<file path="config.mk">
export PLATFORM = sky130hd
export DESIGN_NAME = zmtp_greeting_and_frame_parser_core
export DESIGN_NICKNAME = d
export VERILOG_FILES = /design/src/rtl/zgfp_pkg.sv /design/src/rtl/zgfp_apb.sv /design/src/rtl/zmtp_greeting_and_frame_parser_core.sv
export SDC_FILE = /design/constraint.sdc
export NUM_CORES = 1
export LEC_CHECK = 0
export ABC_AREA = 1
export BUFFER_PORTS_ARGS = -buffer_cell sky130_fd_sc_hd__clkbuf_2
export CORE_ASPECT_RATIO = 1.1
export CORE_UTILIZATION = 32
export CTS_CLUSTER_DIAMETER = 50
export CTS_CLUSTER_SIZE = 30
export DETAILED_ROUTE_END_ITERATION = 10
export GPL_TIMING_DRIVEN = 0
export PLACE_DENSITY = 0.48
export SLEW_MARGIN = 15
export SYNTH_ARGS = -nofsm -noshare
export SYNTH_HDL_FRONTEND = slang
export SYNTH_HIERARCHICAL = 1
export SYNTH_SLANG_ARGS = --single-unit
</file>
<file path="constraint.sdc">
create_clock -name clk -period 4.2 [get_ports clk]
set_input_delay 0.63 -clock clk [delete_from_list [all_inputs] [get_ports clk]]
set_output_delay 0.63 -clock clk [all_outputs]
set_load 0.02 [all_outputs]
</file>
<file path="src/rtl/zgfp_pkg.sv">
`default_nettype none

package zgfp_pkg;

    typedef enum logic [2:0] {
        PH_IDLE       = 3'd0,
        PH_GREET      = 3'd1,
        PH_WANT_READY = 3'd2,
        PH_FLAGS      = 3'd3,
        PH_LENGTH     = 3'd4,
        PH_BODY       = 3'd5
    } phase_t;

    typedef enum logic [3:0] {
        EV_MORE          = 4'd0,
        EV_SEND_GREETING = 4'd1,
        EV_SEND_READY    = 4'd2,
        EV_HEADER        = 4'd3,
        EV_BODY          = 4'd4,
        EV_FRAME         = 4'd5,
        EV_MESSAGE       = 4'd6,
        EV_PEER_READY    = 4'd7,
        EV_NOT_CONNECTED = 4'd8,
        EV_BUSY          = 4'd9,
        EV_VERSION       = 4'd10,
        EV_OVERFLOW      = 4'd11,
        EV_PROTOCOL      = 4'd12
    } event_t;

    typedef enum logic {
        OP_BYTE    = 1'b0,
        OP_CONNECT = 1'b1
    } opcode_t;

    // flags byte bits
    localparam int FL_MORE    = 0;
    localparam int FL_LONG    = 1;
    localparam int FL_COMMAND = 2;

    localparam logic [7:0] SIG_FIRST     = 8'hFF;
    localparam logic [7:0] SIG_LAST      = 8'h7F;
    localparam logic [7:0] MIN_MAJOR     = 8'd3;
    localparam logic [5:0] GREETING_LAST = 6'd63;
    localparam logic [2:0] LONG_LEN_LAST = 3'd7;
    localparam int         READY_LEN     = 6;
    localparam logic [7:0] FRAMES_RESET  = 8'd16;

    // configuration port
    localparam int   CFG_ADDR_BITS  = 3;
    localparam logic REG_MAX_FRAMES = 1'b0;

    // expected byte of the "\x05READY" command body
    function automatic logic [7:0] ready_byte(input logic [2:0] idx);
        logic [7:0] b;
        case (idx)
            3'd0:    b = 8'h05;
            3'd1:    b = "R";
            3'd2:    b = "E";
            3'd3:    b = "A";
            3'd4:    b = "D";
            3'd5:    b = "Y";
            default: b = 8'h00;
        endcase
        return b;
    endfunction

    // check of one NULL-mechanism greeting byte at its offset
    function automatic logic greeting_ok(input logic [5:0] pos, input logic [7:0] b);
        logic ok;
        if (pos == 6'd0)
            ok = (b == SIG_FIRST);
        else if (pos <= 6'd8)
            ok = 1'b1;
        else if (pos == 6'd9)
            ok = (b == SIG_LAST);
        else if (pos == 6'd10)
            ok = (b >= MIN_MAJOR);
        else if (pos == 6'd11)
            ok = 1'b1;
        else if (pos == 6'd12)
            ok = (b == "N");
        else if (pos == 6'd13)
            ok = (b == "U");
        else if (pos == 6'd14 || pos == 6'd15)
            ok = (b == "L");
        else
            ok = (b == 8'h00);
        return ok;
    endfunction

endpackage

`default_nettype wire

</file>
<file path="src/rtl/zgfp_apb.sv">
`default_nettype none

module zgfp_apb
    import zgfp_pkg::*;
(
    input  wire logic                     clk,
    input  wire logic                     rst_n,
    input  wire logic                     psel,
    input  wire logic                     penable,
    input  wire logic                     pwrite,
    input  wire logic [CFG_ADDR_BITS-1:0] paddr,
    input  wire logic [31:0]              pwdata,
    output logic      [31:0]              prdata,
    output logic                          pready,
    output logic      [7:0]               max_frames
);

    logic [7:0] max_frames_reg;
    logic       hit;

    // word index sits above the byte offset
    assign hit = (paddr[CFG_ADDR_BITS-1] == REG_MAX_FRAMES) && (paddr[1:0] == 2'b00
                 || paddr[1:0] != 2'b00);

    always_ff @(posedge clk or negedge rst_n)
    begin
        if (!rst_n)
        begin
            max_frames_reg <= FRAMES_RESET;
        end
        else if (psel && penable && pwrite && hit)
        begin
            max_frames_reg <= pwdata[7:0];
        end
    end

    assign prdata     = hit ? {24'd0, max_frames_reg} : 32'd0;
    assign pready     = 1'b1;
    assign max_frames = max_frames_reg;

endmodule

`default_nettype wire

</file>
<file path="src/rtl/zmtp_greeting_and_frame_parser_core.sv">
`default_nettype none

// Channel  | Handshake             | Payload
// ---------+-----------------------+------------------------------------------
// in       | in_valid / in_ready   | opcode, byte_in
// out      | out_valid / out_ready | event_res, data_byte, frame_index,
//          |                       | frame_flags, frame_length, message_frames,
//          |                       | peer_ready, link_phase
// config   | APB (psel, penable)   | max_frames at byte address 0
//
// One item per cycle unless out_ready stalls: the parser state and the result
// register update at the edge that accepts it, so the result shows next cycle.
// The longest path is the LENGTH_BITS-wide body position compare.
// rst_n clears the parser state asynchronously; max_frames returns to 16.
// in_ready is high while the result slot is empty or being taken this cycle.

module zmtp_greeting_and_frame_parser_core
    import zgfp_pkg::*;
#(
    parameter int LENGTH_BITS = 64
)
(
    input  wire logic                     clk,
    input  wire logic                     rst_n,

    input  wire logic                     in_valid,
    output logic                          in_ready,
    input  wire logic [0:0]               opcode,
    input  wire logic [7:0]               byte_in,

    output logic                          out_valid,
    input  wire logic                     out_ready,
    output logic      [3:0]               event_res,
    output logic      [7:0]               data_byte,
    output logic      [7:0]               frame_index,
    output logic      [7:0]               frame_flags,
    output logic      [63:0]              frame_length,
    output logic      [7:0]               message_frames,
    output logic      [0:0]               peer_ready,
    output logic      [2:0]               link_phase,

    input  wire logic                     psel,
    input  wire logic                     penable,
    input  wire logic                     pwrite,
    input  wire logic [CFG_ADDR_BITS-1:0] paddr,
    input  wire logic [31:0]              pwdata,
    output logic      [31:0]              prdata,
    output logic                          pready
);

    logic [7:0] max_frames;

    zgfp_apb u_apb (
        .clk        (clk),
        .rst_n      (rst_n),
        .psel       (psel),
        .penable    (penable),
        .pwrite     (pwrite),
        .paddr      (paddr),
        .pwdata     (pwdata),
        .prdata     (prdata),
        .pready     (pready),
        .max_frames (max_frames)
    );

    phase_t                 phase_reg,         phase_next;
    logic [LENGTH_BITS-1:0] position_reg,      position_next;
    logic [LENGTH_BITS-1:0] length_accum_reg,  length_accum_next;
    logic [7:0]             flags_held_reg,    flags_held_next;
    logic [7:0]             frame_counter_reg, frame_counter_next;
    logic                   ready_flag_reg,    ready_flag_next;
    logic                   command_match_reg, command_match_next;
    logic [7:0]             last_count_reg,    last_count_next;
    event_t                 event_reg,         event_next;
    logic [7:0]             data_reg,          data_next;
    logic                   out_valid_reg;

    logic                   accept;
    logic                   is_connect;
    logic                   greet_ok;
    logic                   greet_last;
    logic                   len_long;
    logic                   len_last;
    logic [LENGTH_BITS-1:0] len_value;
    logic                   len_zero;
    logic [LENGTH_BITS-1:0] pos_inc;
    logic                   body_last;
    logic                   match_now;
    logic                   is_command;
    logic                   cmd_ok;
    logic                   room;
    logic [7:0]             count_inc;
    phase_t                 done_phase;

    assign in_ready   = !out_valid_reg || out_ready;
    assign accept     = in_valid && in_ready;
    assign is_connect = (opcode_t'(opcode) == OP_CONNECT);

    assign greet_ok   = greeting_ok(position_reg[5:0], byte_in);
    assign greet_last = (position_reg[5:0] == GREETING_LAST);

    assign len_long  = flags_held_reg[FL_LONG];
    assign len_value = len_long ? ((length_accum_reg << 8) | LENGTH_BITS'(byte_in))
                                : LENGTH_BITS'(byte_in);
    assign len_last  = !len_long || (position_reg[2:0] == LONG_LEN_LAST);
    assign len_zero  = (len_value == '0);

    assign pos_inc   = position_reg + LENGTH_BITS'(1);
    assign body_last = (pos_inc >= length_accum_reg);

    // a mismatch among the first six body bytes spoils the READY command
    assign match_now = command_match_reg
                       && !((position_reg < LENGTH_BITS'(READY_LEN))
                            && (byte_in != ready_byte(position_reg[2:0])));

    assign is_command = flags_held_reg[FL_COMMAND];
    // zero-length frames complete from the length phase and never qualify
    assign cmd_ok     = (phase_reg == PH_BODY)
                        && (length_accum_reg >= LENGTH_BITS'(READY_LEN)) && match_now;
    assign room       = (frame_counter_reg < max_frames);
    assign count_inc  = frame_counter_reg + 8'd1;
    assign done_phase = (is_command && !cmd_ok) ? PH_IDLE : PH_FLAGS;

    // next phase
    always_comb
    begin
        phase_next = phase_reg;
        if (is_connect)
        begin
            if (phase_reg == PH_IDLE)
                phase_next = PH_GREET;
        end
        else
        begin
            unique case (phase_reg)
                PH_GREET:
                begin
                    if (!greet_ok)
                        phase_next = PH_IDLE;
                    else if (greet_last)
                        phase_next = PH_WANT_READY;
                end
                PH_WANT_READY, PH_FLAGS:
                begin
                    if (room)
                        phase_next = PH_LENGTH;
                end
                PH_LENGTH:
                begin
                    if (len_last)
                        phase_next = len_zero ? done_phase : PH_BODY;
                end
                PH_BODY:
                begin
                    if (body_last)
                        phase_next = done_phase;
                end
                default:
                begin
                    phase_next = phase_reg;
                end
            endcase
        end
    end

    // datapath and event
    always_comb
    begin
        position_next      = position_reg;
        length_accum_next  = length_accum_reg;
        flags_held_next    = flags_held_reg;
        frame_counter_next = frame_counter_reg;
        ready_flag_next    = ready_flag_reg;
        command_match_next = command_match_reg;
        last_count_next    = last_count_reg;
        event_next         = EV_MORE;
        data_next          = 8'd0;

        if (is_connect)
        begin
            if (phase_reg == PH_IDLE)
            begin
                position_next = '0;
                event_next    = EV_SEND_GREETING;
            end
            else
            begin
                event_next = EV_BUSY;
            end
        end
        else
        begin
            unique case (phase_reg)
                PH_GREET:
                begin
                    if (!greet_ok)
                    begin
                        ready_flag_next   = 1'b0;
                        position_next     = '0;
                        length_accum_next = '0;
                        event_next        = EV_VERSION;
                    end
                    else if (greet_last)
                    begin
                        position_next = '0;
                        event_next    = EV_SEND_READY;
                    end
                    else
                    begin
                        position_next = pos_inc;
                    end
                end
                PH_WANT_READY, PH_FLAGS:
                begin
                    if (room)
                    begin
                        flags_held_next    = byte_in;
                        command_match_next = 1'b1;
                        length_accum_next  = '0;
                        position_next      = '0;
                    end
                    else
                    begin
                        event_next = EV_OVERFLOW;
                    end
                end
                PH_LENGTH, PH_BODY:
                begin
                    if (phase_reg == PH_LENGTH)
                    begin
                        length_accum_next = len_value;
                        position_next     = len_last ? '0 : pos_inc;
                        event_next        = len_last ? EV_HEADER : EV_MORE;
                    end
                    else
                    begin
                        data_next          = byte_in;
                        command_match_next = match_now;
                        position_next      = pos_inc;
                        event_next         = EV_BODY;
                    end

                    // frame completion
                    if ((phase_reg == PH_LENGTH && len_last && len_zero)
                        || (phase_reg == PH_BODY && body_last))
                    begin
                        position_next = '0;
                        if (is_command)
                        begin
                            if (cmd_ok)
                            begin
                                ready_flag_next = 1'b1;
                                event_next      = EV_PEER_READY;
                            end
                            else
                            begin
                                ready_flag_next   = 1'b0;
                                length_accum_next = '0;
                                event_next        = EV_PROTOCOL;
                            end
                        end
                        else if (flags_held_reg[FL_MORE])
                        begin
                            frame_counter_next = count_inc;
                            event_next         = EV_FRAME;
                        end
                        else
                        begin
                            last_count_next    = count_inc;
                            frame_counter_next = 8'd0;
                            event_next         = EV_MESSAGE;
                        end
                    end
                end
                default:
                begin
                    event_next = EV_NOT_CONNECTED;
                end
            endcase
        end
    end

    always_ff @(posedge clk or negedge rst_n)
    begin
        if (!rst_n)
        begin
            phase_reg         <= PH_IDLE;
            position_reg      <= '0;
            length_accum_reg  <= '0;
            flags_held_reg    <= 8'd0;
            frame_counter_reg <= 8'd0;
            ready_flag_reg    <= 1'b0;
            command_match_reg <= 1'b1;
            last_count_reg    <= 8'd0;
            out_valid_reg     <= 1'b0;
        end
        else
        begin
            if (accept)
            begin
                phase_reg         <= phase_next;
                position_reg      <= position_next;
                length_accum_reg  <= length_accum_next;
                flags_held_reg    <= flags_held_next;
                frame_counter_reg <= frame_counter_next;
                ready_flag_reg    <= ready_flag_next;
                command_match_reg <= command_match_next;
                last_count_reg    <= last_count_next;
                out_valid_reg     <= 1'b1;
            end
            else if (out_ready)
            begin
                out_valid_reg <= 1'b0;
            end
        end
    end

    always_ff @(posedge clk)
    begin
        if (accept)
        begin
            event_reg <= event_next;
            data_reg  <= data_next;
        end
    end

    // state only moves on accept, and accept needs the slot free, so the
    // state registers hold the after-step values for the pending item
    assign out_valid      = out_valid_reg;
    assign event_res      = event_reg;
    assign data_byte      = data_reg;
    assign frame_index    = frame_counter_reg;
    assign frame_flags    = flags_held_reg;
    assign frame_length   = 64'(length_accum_reg);
    assign message_frames = last_count_reg;
    assign peer_ready     = ready_flag_reg;
    assign link_phase     = phase_reg;

endmodule

`default_nettype wire

</file>
==> results of run 1 <==
-- power breakdown --
part / switching [uW] / leakage [uW] / internal [uW]
Clock: 799 / 0.000312 / 1000
Combinational: 2640 / 0.00602 / 1310
Sequential: 256 / 0.00237 / 1970
Total: 3700 / 0.00870 / 4290
-- cell usage in the layout, fill, tap and decap left out, types with 20 or more instances in the layout --
master | synthesis | routed
sky130_fd_sc_hd__a21oi_1 | 44 | 43
sky130_fd_sc_hd__buf_4 | 30 | 73
sky130_fd_sc_hd__buf_6 | 17 | 21
sky130_fd_sc_hd__clkbuf_1 | 31 | 32
sky130_fd_sc_hd__clkbuf_16 | 0 | 24
sky130_fd_sc_hd__clkbuf_2 | 0 | 135
sky130_fd_sc_hd__conb_1 | 2 | 25
sky130_fd_sc_hd__dfrtp_1 | 164 | 153
sky130_fd_sc_hd__ha_1 | 82 | 79
sky130_fd_sc_hd__inv_1 | 276 | 272
sky130_fd_sc_hd__nand2_1 | 619 | 606
sky130_fd_sc_hd__nand3_1 | 122 | 116
sky130_fd_sc_hd__nand4_1 | 67 | 67
sky130_fd_sc_hd__nor2_1 | 293 | 270
sky130_fd_sc_hd__nor3_1 | 50 | 39
sky130_fd_sc_hd__o21ai_0 | 67 | 67
sky130_fd_sc_hd__o21ai_1 | 23 | 23
sky130_fd_sc_hd__o21ai_2 | 21 | 20
sky130_fd_sc_hd__o22ai_1 | 60 | 60
sky130_fd_sc_hd__xor2_1 | 56 | 44
-- cells by family (layout without fill, tap and decap cells) --
group | after synthesis | count (layout) | synth area share
AOI/OAI and AO/OA | 232 | 232 | 0.09498
xor gates and xnor gates | 57 | 57 | 0.03487
adders and majority gates | 82 | 82 | 0.07165
buffers and inverters | 390 | 610 | 0.1222
DFF | 178 | 178 | 0.3154
other | 2 | 25 | 0.0005245
and+or+nand+nor | 1203 | 1203 | 0.3604
-- Yosys cell counts (44+ instances only) --
cell type                   n  area (um2)
sky130_fd_sc_hd__xor2_1    56       490.5
sky130_fd_sc_hd__a21oi_1   44       220.2
sky130_fd_sc_hd__ha_1      82        1026
sky130_fd_sc_hd__o21ai_0   67       335.3
sky130_fd_sc_hd__nand2_1  619        2323
sky130_fd_sc_hd__dfrtp_1  164        4104
sky130_fd_sc_hd__inv_1    276        1036
sky130_fd_sc_hd__nand3_1  122       610.6
sky130_fd_sc_hd__o22ai_1   60       375.4
sky130_fd_sc_hd__nor3_1    50       250.2
sky130_fd_sc_hd__nor2_1   293        1100
sky130_fd_sc_hd__nand4_1   67       419.2
-- worst max-delay path, delay by kind of cell, from the launching register on --
kind / cells / cell delay, ps
XOR/XNOR: 1 / 240
flip-flops: 1 / 430
AND/OR/NAND/NOR: 17 / 1670
AO/OA/AOI/OAI: 2 / 210
buffers and inverters: 7 / 980
adder cells (fa/ha/maj): 2 / 420
-- what timing repair did --
item	4_1_cts	5_1_grt
setup endpoints to repair	151	150
pin swaps	18	39
gates cloned	0	6
gates resized for setup	59	80
setup buffers	22	23
-- routing by layer --
layer | part of all wire | global-route usage | vias up
li1 | - | - | 7300
met1 | 0.46 | 0.3076 | 6881
met2 | 0.47 | 0.3761 | 398
met3 | 0.044 | 0.02444 | 59
met4 | 0.025 | 0.07373 | 0
met5 | 0 | 0 | -
-- how the worst max path moves through the flow --
stage / endpoint / depth (start not counted) / slack, ps
2_1_floorplan: position_reg[10] / 28 / 590
3_3_place_gp: position_reg[27] / 26 / -1490
3_5_place_dp: position_reg[22] / 26 / -1470
4_1_cts: position_reg[2] / 29 / 1
5_1_grt: position_reg[18] / 31 / -70
6_report: position_reg[23] / 29 / 110
-- metrics by stage --
step	TNS, ps	setup WS, ps
detailed placement	-184580	-1473
global route	-2779	-69.98
global placement	-326140	-1495
CTS	0	1.017
finish	0	110.1
floorplan	0	594.5
-- cell type report --
cell class / count / area share
Buffer: 105 / 0.04180
Clock buffer: 20 / 0.02663
Clock inverter: 12 / 0.009400
Inverter: 285 / 0.06138
Multi-Input combinational cell: 1599 / 0.4916
Sequential cell: 178 / 0.2579
Tap cell: 574 / 0.04087
Timing Repair Buffer: 188 / 0.07043
==> summary.md, run 1 <==
| Metric | Value |
|---|---|
| Result of the run | `completed` |
| DRC marker count from the first detailed-route iteration | `1335` |
| Clock Tree Buf Depth | `2` |
| Nature of the critical path startpoint | `flop` |
| Mapped Cells | `2144` |
| Cell at the root of the clock tree | `sky130_fd_sc_hd__clkbuf_16` |
| Routability Congestion | `0.9352` |
| # fillers | `4615` |
| Synth Cell Area | `14320 um2` |
| Max-slew headroom | `0.4016` |
| Proportion of register bits with asynchronous set or reset after synthesis | `0.9326` |
| Maximum number of pins on one net before global-route repair | `89` |
| Critical path type | `reg -> reg` |
| Number of nets in the layout | `2507` |
| Number of cell instances on the worst register-to-register path | `29` |
| Cell type with the highest occurrence count on the critical path | `sky130_fd_sc_hd__nor2_4` |
| Clock-pin transition on the worst setup and hold timing paths | `70 ps` |
| Power density over cell area | `454.5 nW/um2` |
| Fraction of layout instances using a drive strength above 1 | `0.1873` |
| Average wire per standard cell | `17.81 um` |
| Worst Tran Pin Value | `897.6 ps` |
| Arrival @ worst endpoint | `4450 ps` |
| Fin Hold WS | `178.7 ps` |
| Clock buffer count from CTS | `17` |
| DRC violation count after routing | `0` |
| Worst setup slack for register-to-register paths | `110 ps` |
| Layout overhead on the synthesized area | `22.71%` |
| Required time of the worst setup path | `4560 ps` |
| Launching point of the worst reg2reg path | `position_reg[1]` |
| Leak pwr | `0.008702 uW` |
| Row count | `80` |
| Count of port buffers added during placement | `136` |
| VDD IR-drop max | `0.2734 mV` |
| Number of nets still failing antenna checks after routing | `0` |
| Critical path origin | `position_reg[1]` |
| Starting Density | `0.3273` |
| Largest stage delay on the critical path | `430 ps` |
| DIE AREA | `45600 um2` |
| Sequential fraction of the synthesis area | `0.3154` |
| Avg Vias per Cell | `4.944` |
| Routed wire length | `52.73 mm` |
| CTS tree | `built` |
| Std-Cell Core Area | `43740 um2` |
| Number of enable-type register cells in the synthesized netlist | `12` |
| Synth cell types | `48` |
| Num Clock Sinks | `178` |
| Final Critical Period | `4090 ps` |
| Hold Buf Count CTS | `0` |
| Placed Instances | `2878` |
| Count of pins over their slew limit | `0` |
| Max-cap violations | `0` |
| Diode count | `0` |
| Slowest cell on the critical path | `sky130_fd_sc_hd__dfrtp_2` |
| Element type at the critical path end | `flop` |
| Pre-antenna DRT Iters | `6` |
| FMAX | `244.5 MHz` |
| Tot GR Track Use | `0.2273` |
| Die X-Extent | `203.7 um` |
| Num ports | `190` |
| FF+latch area | `4531 um2` |
| Final core area utilization | `0.4017` |
| Final Instance Count excl. Fillers | `2961` |
| Type of the worst min-delay path | `in -> async` |
| H-tree lvl count | `4` |
| Capture point of the worst reg-to-reg path | `position_reg[23]` |
| Height of the chip | `223.9 um` |
| Clock insertion delay at the later pin of the skew report | `470 ps` |
| Mean instance size in the synthesized netlist | `6.679 um2` |
| Wire length of the first global-routing pass | `79.70 mm` |
| Final setup violation count | `0` |
| Final cell area excluding filler cells | `17570 um2` |
| Dominant register cell in the synthesized netlist | `sky130_fd_sc_hd__dfrtp_1` |
| Vias in the first global route | `13810` |
| Setup repair after global routing missed its margin | `true` |
| Number of warnings issued by yosys | `6` |
| Final period utilization | `0.9738` |
| Critical-path maximum fanout | `5` |
| Number of antenna violations at the first check in global routing | `0` |
| Clock skew | `14.01 ps` |
| Final count of hold timing violations | `0` |
| Post-synthesis sequential element count | `178` |
| Via count | `14640` |
| Detailed placement HPWL | `41.15 mm` |
| Footprint of the multi-input gates | `8638 um2` |
| Global-route congestion overflow total | `0` |
| Placement Cell Area | `15840 um2` |
| Power after layout | `7985 uW` |
No activity file was read; power rests on OpenSTA's default activity.
==> run 2: changes to the inputs <==
--- a/config.mk
+++ b/config.mk
@@ -8,12 +8,12 @@
 export ABC_AREA = 1
 export BUFFER_PORTS_ARGS = -buffer_cell sky130_fd_sc_hd__clkbuf_2
 export CORE_ASPECT_RATIO = 1.1
-export CORE_UTILIZATION = 32
+export CORE_UTILIZATION = 50
 export CTS_CLUSTER_DIAMETER = 50
 export CTS_CLUSTER_SIZE = 30
 export DETAILED_ROUTE_END_ITERATION = 10
 export GPL_TIMING_DRIVEN = 0
-export PLACE_DENSITY = 0.48
+export PLACE_DENSITY = 0.7
 export SLEW_MARGIN = 15
 export SYNTH_ARGS = -nofsm -noshare
 export SYNTH_HDL_FRONTEND = slang
==> run 2 against run 1 <==
Compared with the run above:
- power shrank 4.8%
- critical endpoint is now position_reg[3]
- flip-flop and latch count is the same
- via count rose by 2.0%
- critical path type unchanged
- combinational power shrank 7.1%
- clock skew increased by 3.3 ps
- worst hold slack better by 42 ps
- routed wire length fell by 13%
- clock power fell by 5%
- fmax down 0.45%
- register-to-register slack got worse by 20 ps
- global-route usage increased by 8.0 points
==> summary.md, run 2 (synthesis results as in run 1) <==
| Metric | Value |
|---|---|
| Diode count | `0` |
| Clock-pin transition on the worst setup and hold timing paths | `80 ps` |
| Starting Density | `0.5124` |
| Num ports | `190` |
| Detailed placement HPWL | `35.76 mm` |
| Layout overhead on the synthesized area | `17.60%` |
| Global-route congestion overflow total | `0` |
| Result of the run | `completed` |
| VDD IR-drop max | `0.3222 mV` |
| Nature of the critical path startpoint | `flop` |
| Arrival @ worst endpoint | `4490 ps` |
| Type of the worst min-delay path | `in -> async` |
| Number of nets in the layout | `2484` |
| Critical path type | `reg -> reg` |
| Average wire per standard cell | `16.88 um` |
| Final setup violation count | `0` |
| Number of nets still failing antenna checks after routing | `0` |
| Count of pins over their slew limit | `0` |
| Row count | `64` |
| DIE AREA | `29320 um2` |
| Worst Tran Pin Value | `919.9 ps` |
| Final worst slack | `91.59 ps` |
| Critical-path maximum fanout | `10` |
| Pre-CTS setup slack | `-1061 ps` |
| Final period utilization | `0.9782` |
| Placement Cell Area | `15580 um2` |
| CTS tree | `built` |
| Routability Congestion | `0.9871` |
| Max-slew headroom | `0.3868` |
| Via count | `14930` |
| DRC marker count from the first detailed-route iteration | `1355` |
| FMAX | `243.4 MHz` |
| Num Clock Sinks | `178` |
| Wire length of the first global-routing pass | `70.71 mm` |
| Required time of the worst setup path | `4580 ps` |
| Power density over cell area | `451.5 nW/um2` |
| # fillers | `2659` |
| Clock skew | `17.32 ps` |
| Die X-Extent | `163.4 um` |
| Maximum number of pins on one net before global-route repair | `88` |
| DRC violation count after routing | `0` |
| Count of port buffers added during placement | `136` |
| Vias in the first global route | `13400` |
| Avg Vias per Cell | `5.473` |
| Clock buffer count from CTS | `17` |
| Pre-antenna DRT Iters | `7` |
| Element type at the critical path end | `flop` |
| Cell at the root of the clock tree | `sky130_fd_sc_hd__clkbuf_16` |
| Std-Cell Core Area | `27950 um2` |
| Tot GR Track Use | `0.3075` |
| Height of the chip | `179.5 um` |
| H-tree lvl count | `4` |
| Final count of hold timing violations | `0` |
| Largest stage delay on the critical path | `420 ps` |
| Cell type with the highest occurrence count on the critical path | `sky130_fd_sc_hd__nand2_2` |
| Most common cell after layout, fill and taps aside | `sky130_fd_sc_hd__nand2_1` |
| Clock Tree Buf Depth | `2` |
| Final Critical Period | `4108 ps` |
| Slowest cell on the critical path | `sky130_fd_sc_hd__dfrtp_2` |
| Routed wire length | `46.04 mm` |
| Hold Buf Count CTS | `0` |
| Commonest cells after routing, fill and taps aside | `608 x sky130_fd_sc_hd__nand2_1, 277 x sky130_fd_sc_hd__nor2_1, 274 x sky130_fd_sc_hd__inv_1` |
| Number of antenna violations at the first check in global routing | `0` |
| Max-cap violations | `0` |
| Final cell area excluding filler cells | `16840 um2` |
| Clock insertion delay at the later pin of the skew report | `460 ps` |
| Fraction of layout instances using a drive strength above 1 | `0.1654` |
| Leak pwr | `0.008493 uW` |
-- run 2: cell types whose count changed in the layout (fill, tap and decap cells not counted), moves of 5 or more --
cell,change
sky130_fd_sc_hd__dfrtp_1,+6
sky130_fd_sc_hd__nor2_1,+7
sky130_fd_sc_hd__buf_4,-14
sky130_fd_sc_hd__nor2_2,-5
sky130_fd_sc_hd__clkbuf_16,-6
sky130_fd_sc_hd__nor3_2,-6
sky130_fd_sc_hd__xor2_1,+5
sky130_fd_sc_hd__nand2_4,-5
sky130_fd_sc_hd__nor3_1,+6
sky130_fd_sc_hd__dfrtp_2,-6
-- run 2: per-stage QoR --
stage          power, uW  utilization  instances  TNS, ps  hold WS, ps
3_5_place_dp        5578       0.5574       2667  -122510        469.2
4_1_cts             7390       0.5872       2712        0        266.9
6_report            7603       0.6025       2727        0        220.7
3_3_place_gp        5533       0.5561       2666  -214440        463.2
2_1_floorplan       4473            -       2167        0        334.4
5_1_grt             8029       0.6025       2727    -1830        300.9
-- run 2: worst paths after layout --
path	depth (start not counted)	from	slack, ps	end
min in group clk	3	pwdata[4]	390	u_apb/max_frames[4]
min reg2reg	2	u_apb/max_frames[4]	490	u_apb/max_frames[4]
max in group asynchronous	2	rst_n	3100	u_apb/max_frames[4]
min	1	rst_n	220	frame_length[45]
max reg2reg	28	position_reg[0]	90	position_reg[3]
max	28	position_reg[0]	90	position_reg[3]
-- run 2: where the power goes --
group	total (uW)	switching [uW]	leakage, uW	internal (uW)
Clock	1710	763	0.000297	947
Combinational	3680	2500	0.00582	1180
Sequential	2210	238	0.00238	1970
-- run 2: worst max-delay path, delay by kind of cell (launching register included) --
family	cells	cell delay [ps]
compound gates	1	250
xor+xnor	1	130
fa+ha+maj	1	300
buf+inv	8	1060
flops	1	420
simple gates	17	1850
-- run 2: timing repair --
| action | 4_1_cts | 5_1_grt |
|---|---|---|
| resized for setup | 31 | 79 |
| setup endpoints to repair | 151 | 151 |
| cloned | 0 | 1 |
| pin swaps | 14 | 23 |
| setup buffers | 13 | 14 |
-- run 2: layout make-up --
class / instances / area [um2] / area share
flip-flops and latches: 178 / 4523 / 0.2686
plain buffers: 105 / 732.0 / 0.04347
repair buffers: 165 / 960.9 / 0.05707
inverters: 285 / 1072 / 0.06368
multi-input cells: 1599 / 8491 / 0.5042
clock buffers: 18 / 429.2 / 0.02549
clock inverters: 14 / 176.4 / 0.01048
well taps: 363 / 454.2 / 0.02697
-- run 2: routing by layer --
| layer | track usage | routed length [um] |
|---|---|---|
| met5 | 0 | 0 |
| met1 | 0.4220 | 19710 |
| met2 | 0.4919 | 21010 |
| met3 | 0.04199 | 3706 |
| met4 | 0.1084 | 1617 |
==> run 3: changes to the inputs <==
--- a/config.mk
+++ b/config.mk
@@ -8,6 +8,7 @@
 export ABC_AREA = 1
 export BUFFER_PORTS_ARGS = -buffer_cell sky130_fd_sc_hd__clkbuf_2
 export CORE_ASPECT_RATIO = 1.1
+export CORE_MARGIN = 5
 export CORE_UTILIZATION = 50
 export CTS_CLUSTER_DIAMETER = 50
 export CTS_CLUSTER_SIZE = 30
==> run 3 against run 2 <==
Compared with the run above:
- clock power fell by 5%
- non-clock buffer count increased by 5
- sequential power barely moved
- critical path depth is 1 lower
- first-iteration DRC count increased by 4.8%
- largest cell class unchanged
- final area hardly changed
- count of clock-buffer cells in the layout increased by 1
- fmax increased by 1.7%
==> summary.md, run 3 (synthesis results as in run 1) <==
| Metric | Value |
|---|---|
| Fraction of layout instances using a drive strength above 1 | `0.1667` |
| Final setup violation count | `0` |
| Clock-pin transition on the worst setup and hold timing paths | `70 ps` |
| Cell type with the highest occurrence count on the critical path | `sky130_fd_sc_hd__nor2_4` |
| Row count | `65` |
| Cell at the root of the clock tree | `sky130_fd_sc_hd__clkbuf_16` |
| Pre-CTS setup slack | `-1077 ps` |
| Starting Density | `0.5030` |
| Final period utilization | `0.9619` |
| Launching point of the worst reg2reg path | `position_reg[1]` |
| Setup TNS | `0 ps` |
| Pre-antenna DRT Iters | `6` |
| Layout overhead on the synthesized area | `17.54%` |
| Commonest cells after routing, fill and taps aside | `610 x sky130_fd_sc_hd__nand2_1, 279 x sky130_fd_sc_hd__nor2_1, 275 x sky130_fd_sc_hd__inv_1` |
| Clock skew | `16.57 ps` |
| Element type at the critical path end | `flop` |
| VDD IR-drop max | `0.2646 mV` |
| Diode count | `0` |
| FF+latch area | `4526 um2` |
| Number of cell instances on the worst register-to-register path | `27` |
| Placement Cell Area | `15580 um2` |
| Wire length of the first global-routing pass | `73.97 mm` |
| Power after layout | `7473 uW` |
| Worst setup slack for register-to-register paths | `160 ps` |
| Clock insertion delay at the later pin of the skew report | `450 ps` |
| Type of the worst min-delay path | `in -> async` |
| Critical path type | `reg -> reg` |
| Nature of the critical path startpoint | `flop` |
| Required time of the worst setup path | `4500 ps` |
| Largest stage delay on the critical path | `410 ps` |
| Final count of hold timing violations | `0` |
| Power density over cell area | `444.0 nW/um2` |
| Capture point of the worst reg-to-reg path | `frame_length[3]` |
| Arrival @ worst endpoint | `4340 ps` |
| Detailed placement HPWL | `36.41 mm` |
| Footprint of the multi-input gates | `8479 um2` |
| Final worst slack | `160.0 ps` |
| Slowest cell on the critical path | `sky130_fd_sc_hd__dfrtp_2` |
| Worst Tran Pin Value | `897.8 ps` |
| # fillers | `2821` |
| Clock buffer count from CTS | `17` |
| Std-Cell Core Area | `28460 um2` |
| Die X-Extent | `171.4 um` |
| Most common cell after layout, fill and taps aside | `sky130_fd_sc_hd__nand2_1` |
| Number of antenna violations at the first check in global routing | `0` |
| Setup repair after global routing missed its margin | `true` |
| Global-route congestion overflow total | `0` |
| Via count | `15010` |
| Number of nets still failing antenna checks after routing | `0` |
| DRC marker count from the first detailed-route iteration | `1420` |
| Final Critical Period | `4040 ps` |
| Average wire per standard cell | `16.96 um` |
| FMAX | `247.5 MHz` |
| Fin Hold WS | `182.6 ps` |
| Max-cap violations | `0` |
| Final cell area excluding filler cells | `16830 um2` |
| Result of the run | `completed` |
| Maximum number of pins on one net before global-route repair | `95` |
| Routed wire length | `46.42 mm` |
| Count of pins over their slew limit | `0` |
| Vias in the first global route | `14020` |
| H-tree lvl count | `4` |
| DIE AREA | `32130 um2` |
| Hold Buf Count CTS | `0` |
| Max-slew headroom | `0.4014` |
| Routability Congestion | `0.9732` |
| Avg Vias per Cell | `5.482` |
| DRC violation count after routing | `0` |
| Critical-path maximum fanout | `10` |
| Count of port buffers added during placement | `136` |
| CTS tree | `built` |
| Number of nets in the layout | `2489` |
| Num ports | `190` |
| Tot GR Track Use | `0.2860` |
| Leak pwr | `0.008484 uW` |
| Clock Tree Buf Depth | `2` |
| Height of the chip | `187.5 um` |
| Num Clock Sinks | `178` |
[run 3: repair_timing]
item	in CTS	in global routing
setup endpoints to repair	151	151
buffers inserted	17	16
cloned	0	0
resized for setup	37	56
pin swaps	14	21
[run 3: worst max path at each step]
stage	slack, ps	endpoint	cells past startpoint	from
floorplan	590	position_reg[10]	28	position_reg[2]
global placement	-1020	position_reg[50]	26	position_reg[0]
detailed placement	-1080	position_reg[40]	26	position_reg[0]
CTS	20	position_reg[3]	29	position_reg[1]
global route	-60	event_res[0]	29	position_reg[1]
finish	160	frame_length[3]	27	position_reg[1]
[run 3: worst max-delay path, delay by kind of cell (launching register included)]
family          cells  cell delay [ps]
compound gates      1              100
simple gates       18             2030
flops               1              410
xor+xnor            1              210
fa+ha+maj           2              420
buf+inv             5              690
[run 3: layout make-up]
cell class	instances	area share
Clock inverter	13	0.006617
Clock buffer	19	0.02758
Tap cell	368	0.02736
Inverter	285	0.06386
Buffer	105	0.04260
Timing Repair Buffer	170	0.05925
Multi-Input combinational cell	1599	0.5038
Sequential cell	178	0.2689
[run 3: report_power, final]
group / total [uW] / internal (uW) / switching, uW
registers: 2210 / 1970 / 239
logic: 3630 / 1160 / 2470
clock network: 1630 / 831 / 797
total: 7470 / 3970 / 3510
[run 3: metal layers]
layer,up-vias,GRT usage,wire (um),share of wire
met1,6974,0.3994,19920,0.43
met3,101,0.03382,3719,0.080
met4,0,0.09235,1493,0.032
met2,669,0.4624,21280,0.46
met5,-,0,0,0
li1,7261,-,-,-
[run 3: stage by stage]
stage               std cells    util
floorplan                2167       -
global placement         2671  0.5462
CTS                      2721  0.5771
finish                   2737  0.5913
global route             2737  0.5913
detailed placement       2672  0.5474
